===== config.mk =====
export PLATFORM = sky130hd
export DESIGN_NAME = mgb_front_flat
export DESIGN_NICKNAME = d
export VERILOG_FILES = /design/src/design/mgb_pkg.sv /design/src/design/mgb_req_if.sv /design/src/design/mgb_front.sv /design/src/flat_wrapper.sv
export SDC_FILE = /design/constraint.sdc
export NUM_CORES = 2
export LEC_CHECK = 0
export ABC_AREA = 1
export BUFFER_PORTS_ARGS = -buffer_cell sky130_fd_sc_hd__buf_2
export CORE_MARGIN = 4
export CORE_UTILIZATION = 50
export CTS_CLUSTER_DIAMETER = 200
export DETAILED_ROUTE_END_ITERATION = 12
export GPL_TIMING_DRIVEN = 0
export PLACE_DENSITY = 0.71
export REMOVE_ABC_BUFFERS = 1
export SKIP_LAST_GASP = 1
export SYNTH_ARGS = -nofsm -noshare
export SYNTH_HDL_FRONTEND = slang
export SYNTH_SLANG_ARGS = --single-unit

===== constraint.sdc =====
create_clock -name clock -period 33.1 [get_ports clock]
set_input_delay 3.31 -clock clock [delete_from_list [all_inputs] [get_ports clock]]
set_output_delay 3.31 -clock clock [all_outputs]
set_load 0.02 [all_outputs]

===== src/design/mgb_pkg.sv =====
package mgb_pkg;

   localparam int unsigned CoordW  = 32;
   localparam int unsigned SumW    = 42;
   localparam int unsigned FirstW  = 26;
   localparam int unsigned CountW  = 10;
   localparam int unsigned LimitW  = 9;
   localparam int unsigned CsrIdxW = 1;

   // Hard cap on triangles per meshlet; the 10-bit index count is sized for it
   localparam int unsigned MaxGroupTris = 256;

   localparam logic [CsrIdxW-1:0] CSR_MAX_TRIS = 1'd0;
   localparam logic [CsrIdxW-1:0] CSR_CENTRE   = 1'd1;

   typedef logic signed [CoordW-1:0] coord_type;
   typedef logic signed [SumW-1:0]   sum_type;

   // Closed meshlet handed from the front to the back
   typedef struct packed {
      logic [FirstW-1:0] first_index;
      logic [CountW-1:0] index_count;
      coord_type [2:0]   box_low;
      coord_type [2:0]   box_high;
      sum_type [2:0]     vsum;
      logic              centre_mode;
      logic              run_end;
   } meshlet_type;

   typedef struct packed {
      logic [FirstW-1:0] first_index;
      logic [CountW-1:0] index_count;
      coord_type [2:0]   box_low;
      coord_type [2:0]   box_high;
      coord_type [2:0]   centre;
      logic              run_end;
   } result_type;

endpackage


===== src/design/mgb_req_if.sv =====
interface mgb_req_if;
   import mgb_pkg::*;
   logic      valid;
   logic      ready;
   coord_type ax, ay, az, bx, by, bz, cx, cy, cz;
   logic [31:0] line_id;
   logic      last_triangle;
   modport source (output valid, ax, ay, az, bx, by, bz, cx, cy, cz, line_id,
                   last_triangle, input ready);
   modport sink (input valid, ax, ay, az, bx, by, bz, cx, cy, cz, line_id,
                 last_triangle, output ready);
endinterface


===== src/design/mgb_front.sv =====
// Accumulates triangles into the open meshlet and pushes closed meshlets
module mgb_front import mgb_pkg::*; #(
   parameter int unsigned TRI_COUNT_BITS = 24
) (
   input  logic        clock,
   input  logic        reset,
   mgb_req_if.sink     req,
   input  logic [LimitW-1:0] max_tris,
   input  logic        centre_mode,
   output logic        push,
   output meshlet_type push_data,
   input  logic        q_free2
);
   localparam logic [LimitW:0] MaxLim = (LimitW+1)'(MaxGroupTris);

   logic [FirstW-1:0]         first_ff, first_in;
   logic [CountW-1:0]         count_ff, count_in;
   logic [31:0]               line_ff, line_in;
   coord_type [2:0]           lo_ff, lo_in, hi_ff, hi_in;
   sum_type [2:0]             sum_ff, sum_in;
   logic [TRI_COUNT_BITS-1:0] tri_ff, tri_in;
   // 2nd result of an item waits in pend_data_ff and is pushed in the next cycle
   logic        pend_ff, pend_in;
   meshlet_type pend_data_ff, pend_data_in;

   logic [LimitW:0]   limit;
   logic [CountW+1:0] limit3;
   logic              close_early, acc;
   logic [FirstW-1:0] pos;
   coord_type [2:0]   vx, vy, vz;
   coord_type [2:0]   lo_a, hi_a;
   sum_type [2:0]     sum_a;
   logic [CountW-1:0] count_a;
   meshlet_type       early_m, final_m;

   assign req.ready = q_free2 && !pend_ff;
   assign acc = req.valid && req.ready;

   always_comb begin
      limit = {1'b0, max_tris};
      if (limit == '0) limit = (LimitW+1)'(1);
      if (limit > MaxLim) limit = MaxLim;
      limit3 = (CountW+2)'(limit) * (CountW+2)'(3);
   end

   assign pos = FirstW'({{(FirstW+2){1'b0}}, tri_ff} * (FirstW+2+TRI_COUNT_BITS)'(3));
   assign close_early = ((CountW+2)'(count_ff) >= limit3)
                        || (req.line_id != line_ff && count_ff != '0);

   assign vx = '{req.cx, req.bx, req.ax};
   assign vy = '{req.cy, req.by, req.ay};
   assign vz = '{req.cz, req.bz, req.az};

   // Fold the triangle into the (possibly freshly cleared) meshlet
   always_comb begin
      coord_type [2:0] l0, h0;
      sum_type [2:0]   s0;
      coord_type       p;
      for (int a = 0; a < 3; a++) begin
         l0[a] = close_early ? coord_type'(32'sh7FFFFFFF) : lo_ff[a];
         h0[a] = close_early ? coord_type'(32'sh80000000) : hi_ff[a];
         s0[a] = close_early ? '0 : sum_ff[a];
      end
      for (int a = 0; a < 3; a++) begin
         lo_a[a] = l0[a]; hi_a[a] = h0[a]; sum_a[a] = s0[a];
         for (int v = 0; v < 3; v++) begin
            p = (a == 0) ? vx[v] : (a == 1) ? vy[v] : vz[v];
            if (p < lo_a[a]) lo_a[a] = p;
            if (p > hi_a[a]) hi_a[a] = p;
            sum_a[a] = sum_a[a] + SumW'(p);
         end
      end
      count_a = (close_early ? '0 : count_ff) + CountW'(3);
   end

   always_comb begin
      early_m.first_index = first_ff;
      early_m.index_count = count_ff;
      early_m.box_low     = lo_ff;
      early_m.box_high    = hi_ff;
      early_m.vsum        = sum_ff;
      early_m.centre_mode = centre_mode;
      early_m.run_end     = !req.last_triangle;
      final_m.first_index = close_early ? pos : first_ff;
      final_m.index_count = count_a;
      final_m.box_low     = lo_a;
      final_m.box_high    = hi_a;
      final_m.vsum        = sum_a;
      final_m.centre_mode = centre_mode;
      final_m.run_end     = 1'b1;
   end

   // Push selection: pending second result, else early close, else flush
   always_comb begin
      push = 1'b0;
      push_data = final_m;
      pend_in = pend_ff;
      pend_data_in = pend_data_ff;
      if (pend_ff) begin
         push = 1'b1;
         push_data = pend_data_ff;
         pend_in = 1'b0;
      end else if (acc) begin
         if (close_early) begin
            push = 1'b1;
            push_data = early_m;
            if (req.last_triangle) begin
               pend_in = 1'b1;
               pend_data_in = final_m;
            end
         end else if (req.last_triangle) begin
            push = 1'b1;
            push_data = final_m;
         end
      end
   end

   always_comb begin
      first_in = first_ff; count_in = count_ff; line_in = line_ff;
      lo_in = lo_ff; hi_in = hi_ff; sum_in = sum_ff; tri_in = tri_ff;
      if (acc) begin
         if (req.last_triangle) begin
            first_in = '0; count_in = '0; line_in = '0; tri_in = '0;
            for (int a = 0; a < 3; a++) begin
               lo_in[a] = coord_type'(32'sh7FFFFFFF);
               hi_in[a] = coord_type'(32'sh80000000);
               sum_in[a] = '0;
            end
         end else begin
            first_in = close_early ? pos : first_ff;
            count_in = count_a; line_in = req.line_id;
            lo_in = lo_a; hi_in = hi_a; sum_in = sum_a;
            tri_in = tri_ff + TRI_COUNT_BITS'(1);
         end
      end
   end

   always_ff @(posedge clock) begin
      if (reset) begin
         first_ff <= '0; count_ff <= '0; line_ff <= '0; tri_ff <= '0;
         pend_ff <= 1'b0;
         for (int a = 0; a < 3; a++) begin
            lo_ff[a] <= coord_type'(32'sh7FFFFFFF);
            hi_ff[a] <= coord_type'(32'sh80000000);
            sum_ff[a] <= '0;
         end
      end else begin
         first_ff <= first_in; count_ff <= count_in; line_ff <= line_in;
         lo_ff <= lo_in; hi_ff <= hi_in; sum_ff <= sum_in; tri_ff <= tri_in;
         pend_ff <= pend_in;
      end
      pend_data_ff <= pend_data_in;
   end
endmodule


===== src/flat_wrapper.sv =====
// flat-port wrapper written by rule: the top's interface ports become plain ports
module mgb_front_flat import mgb_pkg::*;
#(
   parameter int unsigned TRI_COUNT_BITS = 24
)
  (clock, reset, max_tris, centre_mode, push, push_data, q_free2, req_valid, req_ax, req_ay, req_az, req_bx, req_by, req_bz, req_cx, req_cy, req_cz, req_line_id, req_last_triangle, req_ready);
  mgb_req_if req_i ();
  input  logic clock;
  input  logic reset;
  input  logic [LimitW-1:0] max_tris;
  input  logic centre_mode;
  output logic push;
  output meshlet_type push_data;
  input  logic q_free2;
  input wire logic [$bits(req_i.valid)-1:0] req_valid;
  input wire logic [$bits(req_i.ax)-1:0] req_ax;
  input wire logic [$bits(req_i.ay)-1:0] req_ay;
  input wire logic [$bits(req_i.az)-1:0] req_az;
  input wire logic [$bits(req_i.bx)-1:0] req_bx;
  input wire logic [$bits(req_i.by)-1:0] req_by;
  input wire logic [$bits(req_i.bz)-1:0] req_bz;
  input wire logic [$bits(req_i.cx)-1:0] req_cx;
  input wire logic [$bits(req_i.cy)-1:0] req_cy;
  input wire logic [$bits(req_i.cz)-1:0] req_cz;
  input wire logic [$bits(req_i.line_id)-1:0] req_line_id;
  input wire logic [$bits(req_i.last_triangle)-1:0] req_last_triangle;
  output wire logic [$bits(req_i.ready)-1:0] req_ready;
  assign req_i.valid = req_valid;
  assign req_i.ax = req_ax;
  assign req_i.ay = req_ay;
  assign req_i.az = req_az;
  assign req_i.bx = req_bx;
  assign req_i.by = req_by;
  assign req_i.bz = req_bz;
  assign req_i.cx = req_cx;
  assign req_i.cy = req_cy;
  assign req_i.cz = req_cz;
  assign req_i.line_id = req_line_id;
  assign req_i.last_triangle = req_last_triangle;
  assign req_ready = req_i.ready;
  mgb_front #(.TRI_COUNT_BITS(TRI_COUNT_BITS)) u_core (.clock(clock), .reset(reset), .req(req_i), .max_tris(max_tris), .centre_mode(centre_mode), .push(push), .push_data(push_data), .q_free2(q_free2));
endmodule

==> Word-level counts from Yosys, hierarchy flattened <==
Cells that the tools add are included.
{ "op_classes": {"n_eq_ne": 1, "multipliers": 2, "n_bitwise": 3, "magnitude_cmp": 20, "addsub": 11, "n_reduce_logical": 10, "n_mux": 45} }
{ "ops": {"columns": ["operator", "n"], "rows": [
  ["$mux W356", 3],
  ["$mux W32", 25],
  ["$add A42 B32 Y42", 9],
  ["$gt A32 B32 Y1", 9],
  ["$lt A32 B32 Y1", 9],
  ["$mux W96", 2],
  ["$mux W126", 1],
  ["$mux W42", 3],
  ["$mux W26", 2],
  ["$ne A32 B32 Y1", 1],
  ["$mul A24 B2 Y26 const B", 1],
  ["$add A24 B1 Y24 const B", 1],
  ["$mux W24", 1],
  ["$mux W10", 2],
  ["$mux W9", 2],
  ["$ge A10 B12 Y1", 1],
  ["$mul A9 B2 Y11 const B", 1],
  ["$add A10 B2 Y10 const B", 1],
  ["$reduce_bool A10 Y1", 1],
  ["$gt A9 B9 Y1 const B", 1],
  ["$logic_not A9 Y1", 1],
  ["$mux W1", 4],
  ["$reduce_and A4 Y1", 1],
  ["$reduce_or A4 Y1", 1],
  ["4 further kinds", 9]
]} }
{ "totals": {"input_bits": 335, "elab_cells": 118, "reg_bits": 766, "out_inout_bits": 358} }

==> Longest topological paths before layout <==
{ "depth": {"depth_word": 17, "depth_mapped": 77, "ltp_nobuf": 72} }

==> Worst setup path before layout <==
Ideal clock, no wire load.
{ "synth_timing": {"kind": "input to output", "start": "input port max_tris[5]", "end": "output port push_data[0] in the netlist's numbering", "required_ns": 29.790, "arrival_ns": 24.304, "path_stages": 28, "slack_ns": 5.486, "path_buffers": 4, "cell_sequence": "nor2_1 nand2_1 nor2_1 a21oi_1 nor2_1 ha_1 fa_1 nand4_1 nand3_1 a21oi_1 o21bai_1 a21oi_1 o21ai_0 xor2_1 ha_1 nand2_1 inv_1 nand2_1 a21oi_1 nand2_4 nand2_1 inv_2 clkbuf_1 clkbuf_1 clkbuf_1 buf_1 nor2_1 inv_1"} }
{ "synth_rtl": {"columns": ["item", "line_no", "text"], "rows": [
  ["start, declared", "flat_wrapper.sv:10", "input logic [LimitW-1:0] max_tris;"],
  ["end, declared", "flat_wrapper.sv:13", "output meshlet_type push_data;"]
]} }

==> impl_metrics.env <==
export IMPL_power_ir_vdd_worst_uv=56.6
export IMPL_floorplan_initialDensity=0.503
export IMPL_cp_common_cell="sky130_fd_sc_hd__nand2_1"
export IMPL_crit_slowest_cell="sky130_fd_sc_hd__nor4b_1"
export IMPL_path_class="input pin to primary output"
export IMPL_max_slew_margin_rel=0.0403
export IMPL_dr_pass1_iters=9
export IMPL_maxSlewViolCount=0
export IMPL_floorplan_die_height_um=369
export IMPL_die_width_um=369
export IMPL_syn_mean_instance_area_um2=7.18
export IMPL_yosysWarningCount=0
export IMPL_synthArstFlopShare=0
export IMPL_floorplan_io_pins=693
export IMPL_highest_count_cells_in_the_layout_ignoring_fill_and_taps="sky130_fd_sc_hd__nand2_1 (2821), sky130_fd_sc_hd__o21ai_0 (985), sky130_fd_sc_hd__a21oi_1 (882)"
export IMPL_report_power_total_mw=5.84
export IMPL_post_layout_net_count=10780
export IMPL_cts_htree_levels=3
export IMPL_placement_io_buffers=692
export IMPL_worstPathBufferInverterCount=10
export IMPL_timing_critical_path_max_delay_family="simple AND/OR/NAND/NOR gates"
export IMPL_groute_layer_met1_usage=0.432
export IMPL_syn2layout_area_growth_pct=13.9
export IMPL_setup_repair_after_global_routing_missed_its_margin="no"
export IMPL_detail_route_drc_violations=0
export IMPL_floorplan_die_area_um2=136000
export IMPL_antenna_found_initial=48
export IMPL_placement_cell_area_um2=70900
export IMPL_grt_overflow=0
export IMPL_number_of_instances_in_the_synthesized_netlist=9067
export IMPL_crit_path_required_time_ns=29.79
export IMPL_cts_root_to_sink_buffers=3
export IMPL_globalRoute_busiestLayer="met2"
export IMPL_maxCapViolations=0
export IMPL_dominantRegCellSynth="sky130_fd_sc_hd__dfxtp_1"
export IMPL_p_leak_nw=32.7
export IMPL_worst_slack_ns=10.45
export IMPL_initialDrtViolationCount=6348
export IMPL_run_status="finished clean"
export IMPL_first_global_vias=61621
export IMPL_std_cell_rows=132
export IMPL_path_clk_slew_ns=0.06
export IMPL_ctsHoldBuffers=0
export IMPL_finClkSkew_ns=0.0282
export IMPL_post_route_cell_area_um2=74100
export IMPL_layout_cells_most_common="sky130_fd_sc_hd__nand2_1"
export IMPL_detailedPlacementHpwl_um=168000
export IMPL_setup_violations=0
export IMPL_arrival_ns=19.34
export IMPL_cts_buffers_inserted=93
export IMPL_crit_fanout=82
export IMPL_number_of_enable_type_register_cells_in_the_synthesized_netlist=355
export IMPL_tritoncts="yes"
export IMPL_synth_seq_area_share=0.290
export IMPL_postCtsSetupBuffers=0
export IMPL_final_layout_size_suffix_gt1_frac=0.107
export IMPL_critical_path_sink_type="primary output"
export IMPL_track_usage=0.328
export IMPL_dr_vias=64697
export IMPL_finalHoldViolations=0
export IMPL_dp_worst_setup_slack_ns=10.85
export IMPL_setup_tns_final_ns=0
export IMPL_min_path_cells=2
export IMPL_clock_sinks=766
export IMPL_crit_path_start_kind="input pin"
export IMPL_reg2reg_depth=47
export IMPL_final_util=0.573
export IMPL_yosysUniqueCellTypes=57
export IMPL_post_layout_minimum_cycle_time_ns=22.65
export IMPL_use_met3=0.0716
export IMPL_post_route_period_util=0.684
export IMPL_avgViaCountPerCell=5.70
export IMPL_antenna_violating_nets_post_route=0
export IMPL_cp_depth=61
export IMPL_root_buffer="sky130_fd_sc_hd__clkbuf_16"
export IMPL_min_path_type="register to register"
export IMPL_max_stage_delay_ns=0.95
export IMPL_synth_seq_cells=766
export IMPL_routed_wire_length_per_instance_um=20.3
export IMPL_later_pin_clock_latency_in_the_skew_report_ns=0.71
export IMPL_gr_usage_met2=0.523
export IMPL_drt_wl_total_um=231000
export IMPL_grt_first_pass_wirelength_um=353000
export IMPL_post_cts_resized=0
export IMPL_syn_area_um2=65100
export IMPL_grt_start_max_net_pins=146
export IMPL_core_um2=129000
export IMPL_worst_pin_slew_ns=1.42
export IMPL_gpl_final_weighted_congestion=0.940
export IMPL_power_density_nw_per_um2=78.8
export IMPL_max_freq_mhz=44.1
state kept, by name, indices dropped and copies added, names as in the netlist:
register,cells
u_core.count_ff,10
u_core.early_m,318
u_core.line_ff,32
u_core.pend_ff,1
u_core.pend_data_ff,355
u_core.first_ff,26
u_core.tri_ff,24
cells by family (layout without fill, tap and decap cells):
| group | after synthesis | in the layout | share of synthesized area |
|---|---|---|---|
| fa+ha+maj | 952 | 952 | 0.208 |
| xor+xnor | 167 | 167 | 0.0225 |
| buf+inv | 1128 | 1632 | 0.0664 |
| compound gates | 2169 | 2169 | 0.176 |
| other cells | 0 | 39 | 0 |
| flops | 766 | 766 | 0.290 |
| simple gates | 3885 | 3885 | 0.237 |
worst reg2reg max path, delay by kind of cell, from the launching register on:
kind / cells / cell delay, ns
AND/OR/NAND/NOR: 28 / 7.19
AO/OA/AOI/OAI: 8 / 3.67
buffers and inverters: 8 / 2.27
adder cells (fa/ha/maj): 3 / 1.12
flip-flops: 1 / 0.35
area by class of cell:
type	instances	area, um2
clock buffers	120	2570
flip-flops and latches	766	18900
multi-input cells	7173	42000
clock inverters	53	558
fillers	12329	55300
inverters	691	2620
well taps	1742	2180
repair buffers	768	5230
diodes	39	97.6
through the flow:
step           hold slack, ns  instances
6_report                0.464      11352
5_1_grt                 0.475      11335
3_5_place_dp            0.455      11140
2_1_floorplan           0.439       8630
3_3_place_gp            0.451      11064
4_1_cts                 0.464      11313
layer usage:
metal / up-vias / share of wire
met5: - / 0.00059
met4: 20 / 0.044
met3: 483 / 0.098
met2: 2676 / 0.45
met1: 30315 / 0.41
li1: 31203 / -
path summary, 6_finish.rpt:
path         slack (ns)                                to                        startpoint
max               10.45                    push_data[175]                       max_tris[4]
min                0.46  u_core.early_m[103]$_SDFFE_PP0P_  u_core.early_m[103]$_SDFFE_PP0P_
max reg2reg       18.42  u_core.early_m[166]$_SDFFE_PP0P_    u_core.line_ff[4]$_SDFFE_PP0P_
min reg2reg        0.46  u_core.early_m[103]$_SDFFE_PP0P_  u_core.early_m[103]$_SDFFE_PP0P_
power by group:
group	switching (mW)	leakage (nW)	internal [mW]	total (mW)
sequential	0.0331	6.57	1.16	1.19
combinational	2.48	24.6	1.10	3.58
clock	0.447	1.54	0.626	1.07
cells in the mapped netlist (6+ instances only):
cell	instances	area share
sky130_fd_sc_hd__or2_2	44	0.0042
sky130_fd_sc_hd__inv_1	682	0.039
sky130_fd_sc_hd__o21ai_0	985	0.076
sky130_fd_sc_hd__o21ai_1	101	0.0078
sky130_fd_sc_hd__nand2_1	2827	0.16
sky130_fd_sc_hd__o2111ai_1	6	0.00081
sky130_fd_sc_hd__nor3_1	31	0.0024
sky130_fd_sc_hd__a211oi_1	48	0.0055
sky130_fd_sc_hd__nor2_1	603	0.035
sky130_fd_sc_hd__nand3b_1	6	0.00069
sky130_fd_sc_hd__dfxtp_1	411	0.13
sky130_fd_sc_hd__o221ai_1	16	0.0022
sky130_fd_sc_hd__nand3_1	253	0.019
sky130_fd_sc_hd__a31oi_1	14	0.0013
sky130_fd_sc_hd__o211ai_1	15	0.0017
sky130_fd_sc_hd__clkbuf_1	370	0.021
sky130_fd_sc_hd__o21a_1	39	0.0045
sky130_fd_sc_hd__nand4_1	65	0.0062
sky130_fd_sc_hd__buf_1	41	0.0024
sky130_fd_sc_hd__o31ai_1	6	0.00069
sky130_fd_sc_hd__fa_1	221	0.068
sky130_fd_sc_hd__o21bai_1	10	0.0012
sky130_fd_sc_hd__buf_2	11	0.00085
sky130_fd_sc_hd__a21o_1	15	0.0017
sky130_fd_sc_hd__a21oi_1	882	0.068
sky130_fd_sc_hd__o221a_2	6	0.0010
sky130_fd_sc_hd__xnor2_1	52	0.0070
sky130_fd_sc_hd__xor2_1	115	0.015
sky130_fd_sc_hd__buf_4	10	0.0012
sky130_fd_sc_hd__edfxtp_1	355	0.16
sky130_fd_sc_hd__ha_1	731	0.14
sky130_fd_sc_hd__nor4_1	22	0.0021
sky130_fd_sc_hd__a2111oi_0	8	0.0011
sky130_fd_sc_hd__nand2_2	10	0.00096
(Power assumes the default switching activity.)
